## src/hdl/jse_pkg.sv

```systemverilog
// Shared types, character codes and helper functions of the JSON string escaper.
// Used by jse_front, jse_back and json_string_escaper; depends on nothing.
`default_nettype none

package jse_pkg;

    // Depth of the command queue between front and back, in items
    localparam int QUEUE_DEPTH = 4;

    // Token slots per command; one input item produces at most five
    localparam int MAX_TOK = 6;

    // Token kinds: what the back end expands a token into
    localparam logic [1:0] TK_RAW   = 2'd0;  // the byte itself
    localparam logic [1:0] TK_ESC   = 2'd1;  // backslash, then the byte
    localparam logic [1:0] TK_HEX   = 2'd2;  // \u00xx of the byte
    localparam logic [1:0] TK_CLOSE = 2'd3;  // closing quote, end of string

    localparam logic [7:0] CH_QUOTE  = 8'h22;
    localparam logic [7:0] CH_BSLASH = 8'h5c;
    localparam logic [7:0] CH_U      = 8'h75;
    localparam logic [7:0] CH_ZERO   = 8'h30;
    localparam logic [7:0] CH_LOW_A  = 8'h61;

    typedef struct packed {
        logic [1:0] kind;
        logic [7:0] data;
    } tok_t;

    // One item's worth of work for the back end
    typedef struct packed {
        tok_t [MAX_TOK-1:0] toks;
        logic [2:0]         n;
    } cmd_t;

    // Outcome of handling a byte while nothing is held
    typedef struct packed {
        logic       emit;
        tok_t       tok;
        logic       hold;
        logic [2:0] seq_len;
    } fresh_t;

    function automatic logic is_cont(logic [7:0] b);
        return (b & 8'hc0) == 8'h80;
    endfunction

    function automatic logic second_ok(logic [7:0] lead, logic [7:0] second);
        logic ok;
        ok = 1'b1;
        if (lead == 8'he0 && second < 8'ha0) ok = 1'b0;
        if (lead == 8'hed && second > 8'h9f) ok = 1'b0;
        if (lead == 8'hf0 && second < 8'h90) ok = 1'b0;
        if (lead == 8'hf4 && second > 8'h8f) ok = 1'b0;
        return ok;
    endfunction

    function automatic fresh_t fresh_class(logic [7:0] c);
        fresh_t f;
        f = '0;
        unique case (c)
            8'h22: begin f.emit = 1'b1; f.tok = '{TK_ESC, CH_QUOTE};  end
            8'h5c: begin f.emit = 1'b1; f.tok = '{TK_ESC, CH_BSLASH}; end
            8'h08: begin f.emit = 1'b1; f.tok = '{TK_ESC, 8'h62};     end
            8'h0c: begin f.emit = 1'b1; f.tok = '{TK_ESC, 8'h66};     end
            8'h0a: begin f.emit = 1'b1; f.tok = '{TK_ESC, 8'h6e};     end
            8'h0d: begin f.emit = 1'b1; f.tok = '{TK_ESC, 8'h72};     end
            8'h09: begin f.emit = 1'b1; f.tok = '{TK_ESC, 8'h74};     end
            default: begin
                priority if (c < 8'h20) begin
                    f.emit = 1'b1; f.tok = '{TK_HEX, c};
                end else if (c < 8'h80) begin
                    f.emit = 1'b1; f.tok = '{TK_RAW, c};
                end else if (c >= 8'hc2 && c <= 8'hdf) begin
                    f.hold = 1'b1; f.seq_len = 3'd2;
                end else if (c >= 8'he0 && c <= 8'hef) begin
                    f.hold = 1'b1; f.seq_len = 3'd3;
                end else if (c >= 8'hf0 && c <= 8'hf4) begin
                    f.hold = 1'b1; f.seq_len = 3'd4;
                end else begin
                    f.emit = 1'b1; f.tok = '{TK_HEX, c};
                end
            end
        endcase
        return f;
    endfunction

    function automatic logic [2:0] tok_len(logic [1:0] kind);
        logic [2:0] len;
        unique case (kind)
            TK_RAW:   len = 3'd1;
            TK_ESC:   len = 3'd2;
            TK_HEX:   len = 3'd6;
            TK_CLOSE: len = 3'd1;
        endcase
        return len;
    endfunction

    function automatic logic [7:0] hex_char(logic [3:0] nib);
        logic [7:0] ch;
        if (nib < 4'd10) ch = CH_ZERO + {4'd0, nib};
        else             ch = CH_LOW_A + {4'd0, nib} - 8'd10;
        return ch;
    endfunction

endpackage

`default_nettype wire

```

## src/hdl/jse_front.sv

```systemverilog
// Front end of the JSON string escaper: accepts bytes, tracks held UTF-8 bytes
// and turns each item into a token command. Depends on jse_pkg.
`default_nettype none

module jse_front (
    input  wire logic          aclk,
    input  wire logic          aresetn,
    input  wire logic          s_tvalid,
    output logic               s_tready,
    input  wire logic [7:0]    in_byte,
    input  wire logic          first_byte,
    input  wire logic          last_byte,
    output logic               q_push,
    output jse_pkg::cmd_t      q_cmd,
    input  wire logic          q_full
);
    import jse_pkg::*;

    logic [7:0] held_lead_reg, held_lead_next;
    logic [7:0] held_cont0_reg, held_cont0_next;
    logic [7:0] held_cont1_reg, held_cont1_next;
    logic [1:0] held_count_reg, held_count_next;
    logic [2:0] held_length_reg, held_length_next;

    logic       accept;
    logic [1:0] h_cnt;
    logic [2:0] h_len;
    logic       ok;
    logic       run_fresh;
    fresh_t     fr;
    tok_t [MAX_TOK-1:0] toks;
    logic [2:0] n;

    assign s_tready = !q_full;
    assign accept   = s_tvalid && !q_full;
    assign fr       = fresh_class(in_byte);

    always_comb begin
        toks             = '0;
        n                = '0;
        ok               = 1'b0;
        run_fresh        = 1'b0;
        // a first byte drops whatever a previous string left held
        h_cnt            = first_byte ? 2'd0 : held_count_reg;
        h_len            = first_byte ? 3'd0 : held_length_reg;
        held_lead_next   = held_lead_reg;
        held_cont0_next  = held_cont0_reg;
        held_cont1_next  = held_cont1_reg;
        held_count_next  = h_cnt;
        held_length_next = h_len;

        if (first_byte) begin
            toks[n] = '{TK_RAW, CH_QUOTE};
            n = n + 3'd1;
        end

        if (h_cnt == 2'd0) begin
            run_fresh = 1'b1;
        end else begin
            ok = is_cont(in_byte) && (h_cnt != 2'd1 || second_ok(held_lead_reg, in_byte));
            if (ok) begin
                if ({1'b0, h_cnt} + 3'd1 >= h_len) begin
                    // sequence complete: pass it through raw
                    toks[n] = '{TK_RAW, held_lead_reg};
                    n = n + 3'd1;
                    if (h_cnt >= 2'd2) begin
                        toks[n] = '{TK_RAW, held_cont0_reg};
                        n = n + 3'd1;
                    end
                    if (h_cnt >= 2'd3) begin
                        toks[n] = '{TK_RAW, held_cont1_reg};
                        n = n + 3'd1;
                    end
                    toks[n] = '{TK_RAW, in_byte};
                    n = n + 3'd1;
                    held_count_next  = 2'd0;
                    held_length_next = 3'd0;
                end else begin
                    if (h_cnt == 2'd1) held_cont0_next = in_byte;
                    else               held_cont1_next = in_byte;
                    held_count_next = h_cnt + 2'd1;
                end
            end else begin
                // broken sequence: escape the held bytes, then retry this byte
                toks[n] = '{TK_HEX, held_lead_reg};
                n = n + 3'd1;
                if (h_cnt >= 2'd2) begin
                    toks[n] = '{TK_HEX, held_cont0_reg};
                    n = n + 3'd1;
                end
                if (h_cnt >= 2'd3) begin
                    toks[n] = '{TK_HEX, held_cont1_reg};
                    n = n + 3'd1;
                end
                held_count_next  = 2'd0;
                held_length_next = 3'd0;
                run_fresh        = 1'b1;
            end
        end

        if (run_fresh) begin
            if (fr.emit) begin
                toks[n] = fr.tok;
                n = n + 3'd1;
            end else if (fr.hold) begin
                held_lead_next   = in_byte;
                held_count_next  = 2'd1;
                held_length_next = fr.seq_len;
            end
        end

        if (last_byte) begin
            if (held_count_next >= 2'd1) begin
                toks[n] = '{TK_HEX, held_lead_next};
                n = n + 3'd1;
            end
            if (held_count_next >= 2'd2) begin
                toks[n] = '{TK_HEX, held_cont0_next};
                n = n + 3'd1;
            end
            if (held_count_next >= 2'd3) begin
                toks[n] = '{TK_HEX, held_cont1_next};
                n = n + 3'd1;
            end
            toks[n] = '{TK_CLOSE, CH_QUOTE};
            n = n + 3'd1;
            held_count_next  = 2'd0;
            held_length_next = 3'd0;
        end
    end

    // drop items that produce nothing; only their state update matters
    assign q_push     = accept && (n != 3'd0);
    assign q_cmd.toks = toks;
    assign q_cmd.n    = n;

    always_ff @(posedge aclk) begin
        if (!aresetn) begin
            held_count_reg  <= 2'd0;
            held_length_reg <= 3'd0;
        end else if (accept) begin
            held_count_reg  <= held_count_next;
            held_length_reg <= held_length_next;
        end
    end

    always_ff @(posedge aclk) begin
        if (accept) begin
            held_lead_reg  <= held_lead_next;
            held_cont0_reg <= held_cont0_next;
            held_cont1_reg <= held_cont1_next;
        end
    end

    a_held_within_len: assert property (@(posedge aclk) disable iff (!aresetn)
        held_count_reg != 2'd0 |-> {1'b0, held_count_reg} < held_length_reg)
        else $error("held count reaches sequence length");

    a_push_has_room: assert property (@(posedge aclk) disable iff (!aresetn)
        q_push |-> !q_full)
        else $error("push into full queue");

endmodule

`default_nettype wire

```

## src/hdl/jse_queue.sv

```systemverilog
// Small register FIFO that carries token commands from front to back.
// Generic in width and depth; no package dependency.
`default_nettype none

module jse_queue #(
    parameter int Width = 8,
    parameter int Depth = 4
) (
    input  wire logic             aclk,
    input  wire logic             aresetn,
    input  wire logic             push,
    input  wire logic [Width-1:0] push_data,
    output logic                  full,
    input  wire logic             pop,
    output logic [Width-1:0]      pop_data,
    output logic                  empty
);
    localparam int PtrW = (Depth > 1) ? $clog2(Depth) : 1;
    localparam int CntW = $clog2(Depth + 1);

    logic [Width-1:0] mem_reg [Depth];
    logic [PtrW-1:0]  wr_ptr_reg, wr_ptr_next;
    logic [PtrW-1:0]  rd_ptr_reg, rd_ptr_next;
    logic [CntW-1:0]  count_reg, count_next;

    assign full     = (count_reg == CntW'(Depth));
    assign empty    = (count_reg == '0);
    assign pop_data = mem_reg[rd_ptr_reg];

    always_comb begin
        wr_ptr_next = wr_ptr_reg;
        rd_ptr_next = rd_ptr_reg;
        count_next  = count_reg;
        if (push) wr_ptr_next = (wr_ptr_reg == PtrW'(Depth - 1)) ? '0 : wr_ptr_reg + 1'b1;
        if (pop)  rd_ptr_next = (rd_ptr_reg == PtrW'(Depth - 1)) ? '0 : rd_ptr_reg + 1'b1;
        if (push && !pop)      count_next = count_reg + 1'b1;
        else if (pop && !push) count_next = count_reg - 1'b1;
    end

    always_ff @(posedge aclk) begin
        if (!aresetn) begin
            wr_ptr_reg <= '0;
            rd_ptr_reg <= '0;
            count_reg  <= '0;
        end else begin
            wr_ptr_reg <= wr_ptr_next;
            rd_ptr_reg <= rd_ptr_next;
            count_reg  <= count_next;
        end
    end

    always_ff @(posedge aclk) begin
        if (push) mem_reg[wr_ptr_reg] <= push_data;
    end

    a_count_bound: assert property (@(posedge aclk) disable iff (!aresetn)
        count_reg <= CntW'(Depth))
        else $error("queue count over depth");

endmodule

`default_nettype wire

```

## src/hdl/jse_back.sv

```systemverilog
// Back end of the JSON string escaper: expands token commands into output
// bytes, one per cycle while m_tready does not stall it, behind an output register. Depends on jse_pkg.
`default_nettype none

module jse_back (
    input  wire logic          aclk,
    input  wire logic          aresetn,
    input  wire jse_pkg::cmd_t q_cmd,
    input  wire logic          q_empty,
    output logic               q_pop,
    output logic               m_tvalid,
    input  wire logic          m_tready,
    output logic [7:0]         m_tdata,
    output logic               m_tlast,
    output logic               m_tuser
);
    import jse_pkg::*;

    cmd_t       cur_reg, cur_next;
    logic       cur_valid_reg, cur_valid_next;
    logic [2:0] tok_idx_reg, tok_idx_next;
    logic [2:0] sub_reg, sub_next;

    logic       m_valid_reg, m_valid_next;
    logic [7:0] m_data_reg;
    logic       m_last_reg, m_user_reg;

    tok_t       tok;
    logic [2:0] len;
    logic       last_sub, last_tok;
    logic       out_adv, emit, finish, load;
    logic [7:0] out_byte;

    assign tok      = cur_reg.toks[tok_idx_reg];
    assign len      = tok_len(tok.kind);
    assign last_sub = (sub_reg == len - 3'd1);
    assign last_tok = (tok_idx_reg == cur_reg.n - 3'd1);
    assign out_adv  = !m_valid_reg || m_tready;
    assign emit     = cur_valid_reg && out_adv;
    assign finish   = emit && last_sub && last_tok;
    assign load     = (!cur_valid_reg || finish) && !q_empty;
    assign q_pop    = load;

    always_comb begin
        unique case (tok.kind)
            TK_RAW:   out_byte = tok.data;
            TK_ESC:   out_byte = (sub_reg == 3'd0) ? CH_BSLASH : tok.data;
            TK_HEX: begin
                unique case (sub_reg)
                    3'd0:    out_byte = CH_BSLASH;
                    3'd1:    out_byte = CH_U;
                    3'd2:    out_byte = CH_ZERO;
                    3'd3:    out_byte = CH_ZERO;
                    3'd4:    out_byte = hex_char(tok.data[7:4]);
                    default: out_byte = hex_char(tok.data[3:0]);
                endcase
            end
            TK_CLOSE: out_byte = CH_QUOTE;
        endcase
    end

    always_comb begin
        cur_next       = cur_reg;
        cur_valid_next = cur_valid_reg;
        tok_idx_next   = tok_idx_reg;
        sub_next       = sub_reg;
        if (load) begin
            cur_next       = q_cmd;
            cur_valid_next = 1'b1;
            tok_idx_next   = 3'd0;
            sub_next       = 3'd0;
        end else if (finish) begin
            cur_valid_next = 1'b0;
        end else if (emit) begin
            if (last_sub) begin
                tok_idx_next = tok_idx_reg + 3'd1;
                sub_next     = 3'd0;
            end else begin
                sub_next = sub_reg + 3'd1;
            end
        end
        m_valid_next = out_adv ? emit : m_valid_reg;
    end

    always_ff @(posedge aclk) begin
        if (!aresetn) begin
            cur_valid_reg <= 1'b0;
            tok_idx_reg   <= 3'd0;
            sub_reg       <= 3'd0;
            m_valid_reg   <= 1'b0;
        end else begin
            cur_valid_reg <= cur_valid_next;
            tok_idx_reg   <= tok_idx_next;
            sub_reg       <= sub_next;
            m_valid_reg   <= m_valid_next;
        end
    end

    always_ff @(posedge aclk) begin
        cur_reg <= cur_next;
        if (emit) begin
            m_data_reg <= out_byte;
            m_last_reg <= last_sub && last_tok;
            m_user_reg <= (tok.kind == TK_CLOSE);
        end
    end

    assign m_tvalid = m_valid_reg;
    assign m_tdata  = m_data_reg;
    assign m_tlast  = m_last_reg;
    assign m_tuser  = m_user_reg;

    a_done_is_last: assert property (@(posedge aclk) disable iff (!aresetn)
        m_valid_reg && m_user_reg |-> m_last_reg)
        else $error("closing quote not marked as last of its item");

    a_cmd_nonempty: assert property (@(posedge aclk) disable iff (!aresetn)
        cur_valid_reg |-> cur_reg.n != 3'd0 && tok_idx_reg < cur_reg.n && sub_reg < len)
        else $error("back end index outside current command");

endmodule

`default_nettype wire

```

## src/hdl/json_string_escaper.sv

```systemverilog
// Top level of the JSON string escaper: front end, command queue and back end.
// Depends on jse_pkg, jse_front, jse_queue and jse_back.
`default_nettype none

// The block takes a string one byte per item on the s_ channel and returns its
// JSON-escaped text one byte per item on the m_ channel. s_tuser marks a
// string's first byte (an opening quote goes out before it), s_tlast its final
// byte (held bytes are flushed and a closing quote follows, flagged on m_tuser).
// Quote, backslash, BS, FF, LF, CR and TAB become two-character escapes, other
// control bytes and bytes that are not valid UTF-8 become \u00xx in lower-case
// hex; valid UTF-8 sequences pass through raw once complete. m_tlast marks the
// final output byte caused by each input byte; an input byte that only extends a
// held UTF-8 sequence produces no output at all. Rate: the front end accepts one
// item per cycle as long as the command queue (QUEUE_DEPTH items) has room; the
// back end emits one output byte per cycle while m_tready is high and sets the
// sustained rate; an item has 1 result byte for plain text, 2 for a short escape,
// 6 for \u00xx, up to 25 in the worst case. An input byte passes the command
// queue, the command register and the output register before it is sent out.
module json_string_escaper #(
    parameter int QUEUE_DEPTH = jse_pkg::QUEUE_DEPTH
) (
    input  wire logic       aclk,
    input  wire logic       aresetn,
    input  wire logic       s_tvalid,
    output logic            s_tready,
    input  wire logic [7:0] s_tdata,   // [7:0] in_byte
    input  wire logic       s_tuser,   // [0] first_byte
    input  wire logic       s_tlast,   // last_byte
    output logic            m_tvalid,
    input  wire logic       m_tready,
    output logic [7:0]      m_tdata,   // [7:0] out_byte
    output logic            m_tuser,   // [0] string_done
    output logic            m_tlast    // run_last
);
    import jse_pkg::*;

    localparam int CmdW = $bits(cmd_t);

    cmd_t            push_cmd;
    logic [CmdW-1:0] pop_vec;
    cmd_t            pop_cmd;
    logic            q_push, q_pop, q_full, q_empty;

    // classify each byte and track held UTF-8 bytes
    jse_front u_front (
        .aclk       (aclk),
        .aresetn    (aresetn),
        .s_tvalid   (s_tvalid),
        .s_tready   (s_tready),
        .in_byte    (s_tdata),
        .first_byte (s_tuser),
        .last_byte  (s_tlast),
        .q_push     (q_push),
        .q_cmd      (push_cmd),
        .q_full     (q_full)
    );

    // decouple the one-item-per-cycle front from the expanding back
    jse_queue #(
        .Width (CmdW),
        .Depth (QUEUE_DEPTH)
    ) u_queue (
        .aclk      (aclk),
        .aresetn   (aresetn),
        .push      (q_push),
        .push_data (push_cmd),
        .full      (q_full),
        .pop       (q_pop),
        .pop_data  (pop_vec),
        .empty     (q_empty)
    );

    assign pop_cmd = pop_vec;

    // expand commands into output bytes
    jse_back u_back (
        .aclk     (aclk),
        .aresetn  (aresetn),
        .q_cmd    (pop_cmd),
        .q_empty  (q_empty),
        .q_pop    (q_pop),
        .m_tvalid (m_tvalid),
        .m_tready (m_tready),
        .m_tdata  (m_tdata),
        .m_tlast  (m_tlast),
        .m_tuser  (m_tuser)
    );

    a_pop_not_empty: assert property (@(posedge aclk) disable iff (!aresetn)
        q_pop |-> !q_empty)
        else $error("pop from empty queue");

endmodule

`default_nettype wire

```

## config.mk

```make
export PLATFORM = sky130hd
export DESIGN_NAME = json_string_escaper
export DESIGN_NICKNAME = d
export VERILOG_FILES = /design/src/hdl/jse_pkg.sv /design/src/hdl/jse_front.sv /design/src/hdl/jse_queue.sv /design/src/hdl/jse_back.sv /design/src/hdl/json_string_escaper.sv
export SDC_FILE = /design/constraint.sdc
export NUM_CORES = 1
export LEC_CHECK = 0
export BUFFER_PORTS_ARGS = -buffer_cell sky130_fd_sc_hd__buf_2
export CORE_AREA = 2 2 249 227
export DETAILED_ROUTE_END_ITERATION = 16
export DIE_AREA = 0 0 251 229
export GPL_ROUTABILITY_DRIVEN = 0
export SETUP_SLACK_MARGIN = 0.3
export SKIP_LAST_GASP = 1
export SYNTH_ARGS = -nofsm -noshare
export SYNTH_HDL_FRONTEND = slang
export SYNTH_SLANG_ARGS = --single-unit
```

## constraint.sdc

```tcl
create_clock -name aclk -period 9.9 [get_ports aclk]
set_input_delay 0.99 -clock aclk [delete_from_list [all_inputs] [get_ports aclk]]
set_output_delay 0.99 -clock aclk [all_outputs]
set_load 0.02 [all_outputs]
```

==> impl.org <==
** Outcome
- Outcome :: complete, no violations

** Finish
- Registers take 10900 um2.
- Largest register FFs :: 252
- Final core area utilization :: 0.374
- The filler cells instantiated in the layout total 5184.
- Non-filler instance count after layout :: ~2100
- The multi-input combinational cells in the finished layout cover a total of 7060 um2.
- Design Area, Final :: 20600 um2
- In the final design database the tool counted 1426 nets.
- Area growth from synthesis to layout :: 11.1%
- Fraction of final layout cells with drive strength greater than 1 :: 0.171
- The number of antenna diodes in the final layout is 0.

** Flow run
- Across the run, the number of max-cap violations was 0.

** Synth
- Top post-synthesis cells by count :: sky130_fd_sc_hd__edfxtp_1 (349), sky130_fd_sc_hd__nand2_1 (86), sky130_fd_sc_hd__nor2_1 (81)
- In the synthesized netlist, the number of instances is 1369.
- Combinational family with the most area after synthesis :: compound AO/OA/AOI/OAI gates
- Mux cell area share after synthesis :: 0.116
- Among all flip-flop cells after synthesis, the most frequent one is sky130_fd_sc_hd__edfxtp_1.
- Yosys mapped the design onto 98 distinct sky130hd cell types.
- Number of flops mapped to enable cells by yosys :: around 350
- Counting every net in the synthesized netlist gives between 1000 and 1500.
- Of the total synthesized cell area, the portion taken by full adders, half adders and majority gates is 0.0241.
- Post-Syn Area :: between 15000 and 20000 um2
- After synthesis the netlist holds a flip-flop and latch count of 369.
- The compound-gate portion of the synthesized area is 0.138.
- Portion of synthesized cell area occupied by the leading cell type :: 0.566
- XOR/XNOR Fraction of Synth Area :: 0.0112
- Largest area contributor in the netlist :: sky130_fd_sc_hd__edfxtp_1
- Area share of and/or/nand/nor cells after synthesis :: 0.0910
- In the synthesized netlist the async set-or-reset flop fraction comes to 0.
- In this run the mean area of a mapped cell was 13.5 um2.
- Dominant cells by area after synthesis :: sky130_fd_sc_hd__edfxtp_1 (57%), sky130_fd_sc_hd__mux4_2 (8.9%), sky130_fd_sc_hd__ha_1 (2.3%)
- Of the synthesized area, sequential elements account for 0.588.
- sky130_fd_sc_hd__edfxtp_1 is the most common cell in the netlist.
- The Yosys step of the flow raised 0 warnings.

** Pwr
- Power Density :: 245 nW/um2
- The share of total power dissipated in combinational logic is 0.268.
- The design draws 5.05 mW.
- Internal power :: approximately 3.5 mW
- Of the total power, registers draw 0.457.
- Of the total power, the share spent switching nets is 0.313.
- Static power due to leakage :: 6.64 nW
- The analysis attributes to net switching a power of 1.58 mW.
- Largest voltage drop on the vdd net :: 134 uV
- Of the total power, the clock network draws 0.275.

** STA
- The clock period could shrink to 8850 ps.
- Setup ws final :: 1050 ps
- In the final timing run, aggregate negative setup slack is 0 ps.
- For the pin with the worst max-slew slack, the measured transition is about 1200 ps.
- Highest clock frequency the design can meet :: around 0.11 GHz
- Setup repair after global routing left no endpoint under its margin.
- Setup violations remaining at the end of the flow were counted as 0.
- Headroom to the max-slew limit came out at 0.176.
- The final number of hold-violating endpoints is 0.
- Largest clock skew in the final design :: 27.9 ps
- The final-report max-slew violation count came to 0.
- Dividing the final minimum period by the clock period gives 0.894.
- Post-Route Hold Slack :: 495 ps

** Drt
- The count of nets left with antenna violations once routing finished came out at 0.
- Dividing the detail-routed wire length by the instance count gives 23.1 um.
- For this run, the detailed router's first-pass iteration total came to 6.
- After detailed routing, the number of vias per cell comes to 5.87.
- Detailed router's first-iteration violation count :: 1759
- In the routed design, unresolved DRC markers number 0.
- For this block, the via count after detailed routing is 12400.
- After detailed routing, the total wire length is 49.0 mm.

** Global routing
- The number of antenna violations at the first check in global routing is 0.
- Overflow left after global routing :: 0
- The via count of the first global-routing pass was about 12000.
- Global-route wire length before repair :: 74.5 mm
- Across every metal layer, demand over resource in global routing totals 0.168.
- Largest net degree at the start of global routing :: 64

** Clocking
- In this run the deepest clock path goes through 3 buffers.
- Buffers inserted by post-CTS timing repair :: 0
- Register clock-pin slew on the reported worst setup and hold paths :: 60 ps
- The root buffer cell chosen for the clock tree is sky130_fd_sc_hd__clkbuf_16.
- Hold_buf cts :: 0
- The number of gates resized after CTS was 0.
- Insertion delay of the later-clocked pin in the worst-skew pair :: 560 ps
- Clock tree from TritonCTS :: built
- Clock tree synthesis found a total of 369 sinks.
- The H-tree was split into 2 levels.
- Number of buffers created by CTS :: 39

** Worst hold path
- Instance count along the most critical hold path :: 1
- The path class of the tightest hold or removal check is reg -> reg.
- The startpoint identified for the worst hold timing path is u_back.cur_valid_reg.
- The path with the worst hold slack has its endpoint at u_back.m_tvalid.

** Placement
- # port buffers :: 25
- Placed wire-length estimate after detailed placement :: between 30 and 40 mm
- Placed insts :: 2050
- At the placement stage, the worst setup path has a slack of 627 ps.
- Once placement finished, the instance area stood at slightly below 20000 um2.

** Floorplanning
- The region available for standard cell placement spans 55000 um2.
- Site Rows :: a little over 80
- Chip height :: between 200 and 250 um
- The initial utilization of the core area, before any placement, comes to 0.337.
- The floorplan step defined a die boundary enclosing 57500 um2.
- 26 I/O pins were placed.
- Die extent in x :: 251 um

** Critical path
- Nature of the critical path endpoint :: flop
- Delay of the slowest cell on the worst path :: 660 ps
- The worst register-to-register path ends at u_queue.count_reg[2].
- Reg-to-reg slack, setup :: 1070 ps
- CP Launch Type :: input pin
- Required time of the worst setup path :: about 10000 ps
- Largest fanout of any net on the critical path :: 28
- Number of cells traversed by the worst register-to-register path :: 32
- Cell mode on critical path :: sky130_fd_sc_hd__ha_1
- The critical path is of the in -> reg type.
- R2r startpoint :: u_front.held_count_reg[1]
- Critical Path AT :: 9310 ps
- For this design, the slowest cell found on the critical path is sky130_fd_sc_hd__a31oi_1.
## routing by layer
| metal | vias to the layer above | track usage | wire (um) |
|---|---|---|---|
| met3 | 127 | 0.0378 | 4470 |
| met4 | 0 | 0.0513 | 1460 |
| met1 | 6161 | 0.244 | 21800 |
| met2 | 663 | 0.251 | 21300 |
| li1 | 5484 | - | - |
| met5 | - | 0 | 0 |
## worst max-delay path: cells and delay by family
kind	cells	cell delay [ps]
multiplexers	3	770
XOR/XNOR	1	170
AO/OA/AOI/OAI	12	3440
buffers and inverters	7	810
adder cells (fa/ha/maj)	8	2490
AND/OR/NAND/NOR	3	610
## cell usage in the layout, fill, tap and decap left out, types with 17 or more instances in the layout
master / count
sky130_fd_sc_hd__edfxtp_1: 349
sky130_fd_sc_hd__nand2_1: 86
sky130_fd_sc_hd__nor2_1: 80
sky130_fd_sc_hd__mux4_2: 73
sky130_fd_sc_hd__inv_1: 57
sky130_fd_sc_hd__a21oi_1: 57
sky130_fd_sc_hd__o21ai_0: 52
sky130_fd_sc_hd__nand3_1: 45
sky130_fd_sc_hd__clkbuf_16: 40
sky130_fd_sc_hd__mux2i_1: 35
sky130_fd_sc_hd__ha_1: 34
sky130_fd_sc_hd__a211oi_1: 29
sky130_fd_sc_hd__buf_2: 25
sky130_fd_sc_hd__nor3_1: 23
sky130_fd_sc_hd__buf_4: 23
sky130_fd_sc_hd__a22oi_1: 20
sky130_fd_sc_hd__dfxtp_1: 18
sky130_fd_sc_hd__nor2b_1: 17
sky130_fd_sc_hd__o22ai_1: 17
## layout make-up
class	count	area share
Multi-Input combinational cell	858	0.343
Timing Repair Buffer	48	0.0145
Inverter	61	0.0114
Clock buffer	48	0.0501
Clock inverter	21	0.00821
Tap cell	714	0.0434
Sequential cell	369	0.529
## logic make-up after synthesis
| logic type | count (synthesis) |
|---|---|
| multiplexers | 121 |
| AND/OR/NAND/NOR | 335 |
| buffers and inverters | 142 |
| adder cells (fa/ha/maj) | 35 |
| XOR/XNOR | 20 |
| flip-flops | 369 |
| AO/OA/AOI/OAI | 347 |
## worst max-delay path by stage
stage                     startpoint  slack (ps)  depth (start not counted)               endpoint
after CTS                    s_tuser        1150                         34   u_queue.count_reg[2]
after detailed placement     s_tuser         630                         34   u_queue.count_reg[2]
final                        s_tuser        1050                         34   u_queue.count_reg[2]
after global placement       s_tuser         860                         34   u_queue.count_reg[2]
after global routing         s_tuser         320                         34   u_queue.count_reg[2]
after floorplan              s_tuser         890                         30  u_queue.mem_reg[0][0]
## power by group through the flow
stage               Combinational, mW  Clock (mW)  Sequential, mW
finish                           1.35        1.39            2.31
global route                     1.48        1.49            2.35
CTS                              1.36        1.42            2.32
detailed placement               1.35           0            2.34
global placement                 1.33           0            2.33
floorplan                       0.985           0            2.29
No activity file was read; power rests on OpenSTA's default activity.
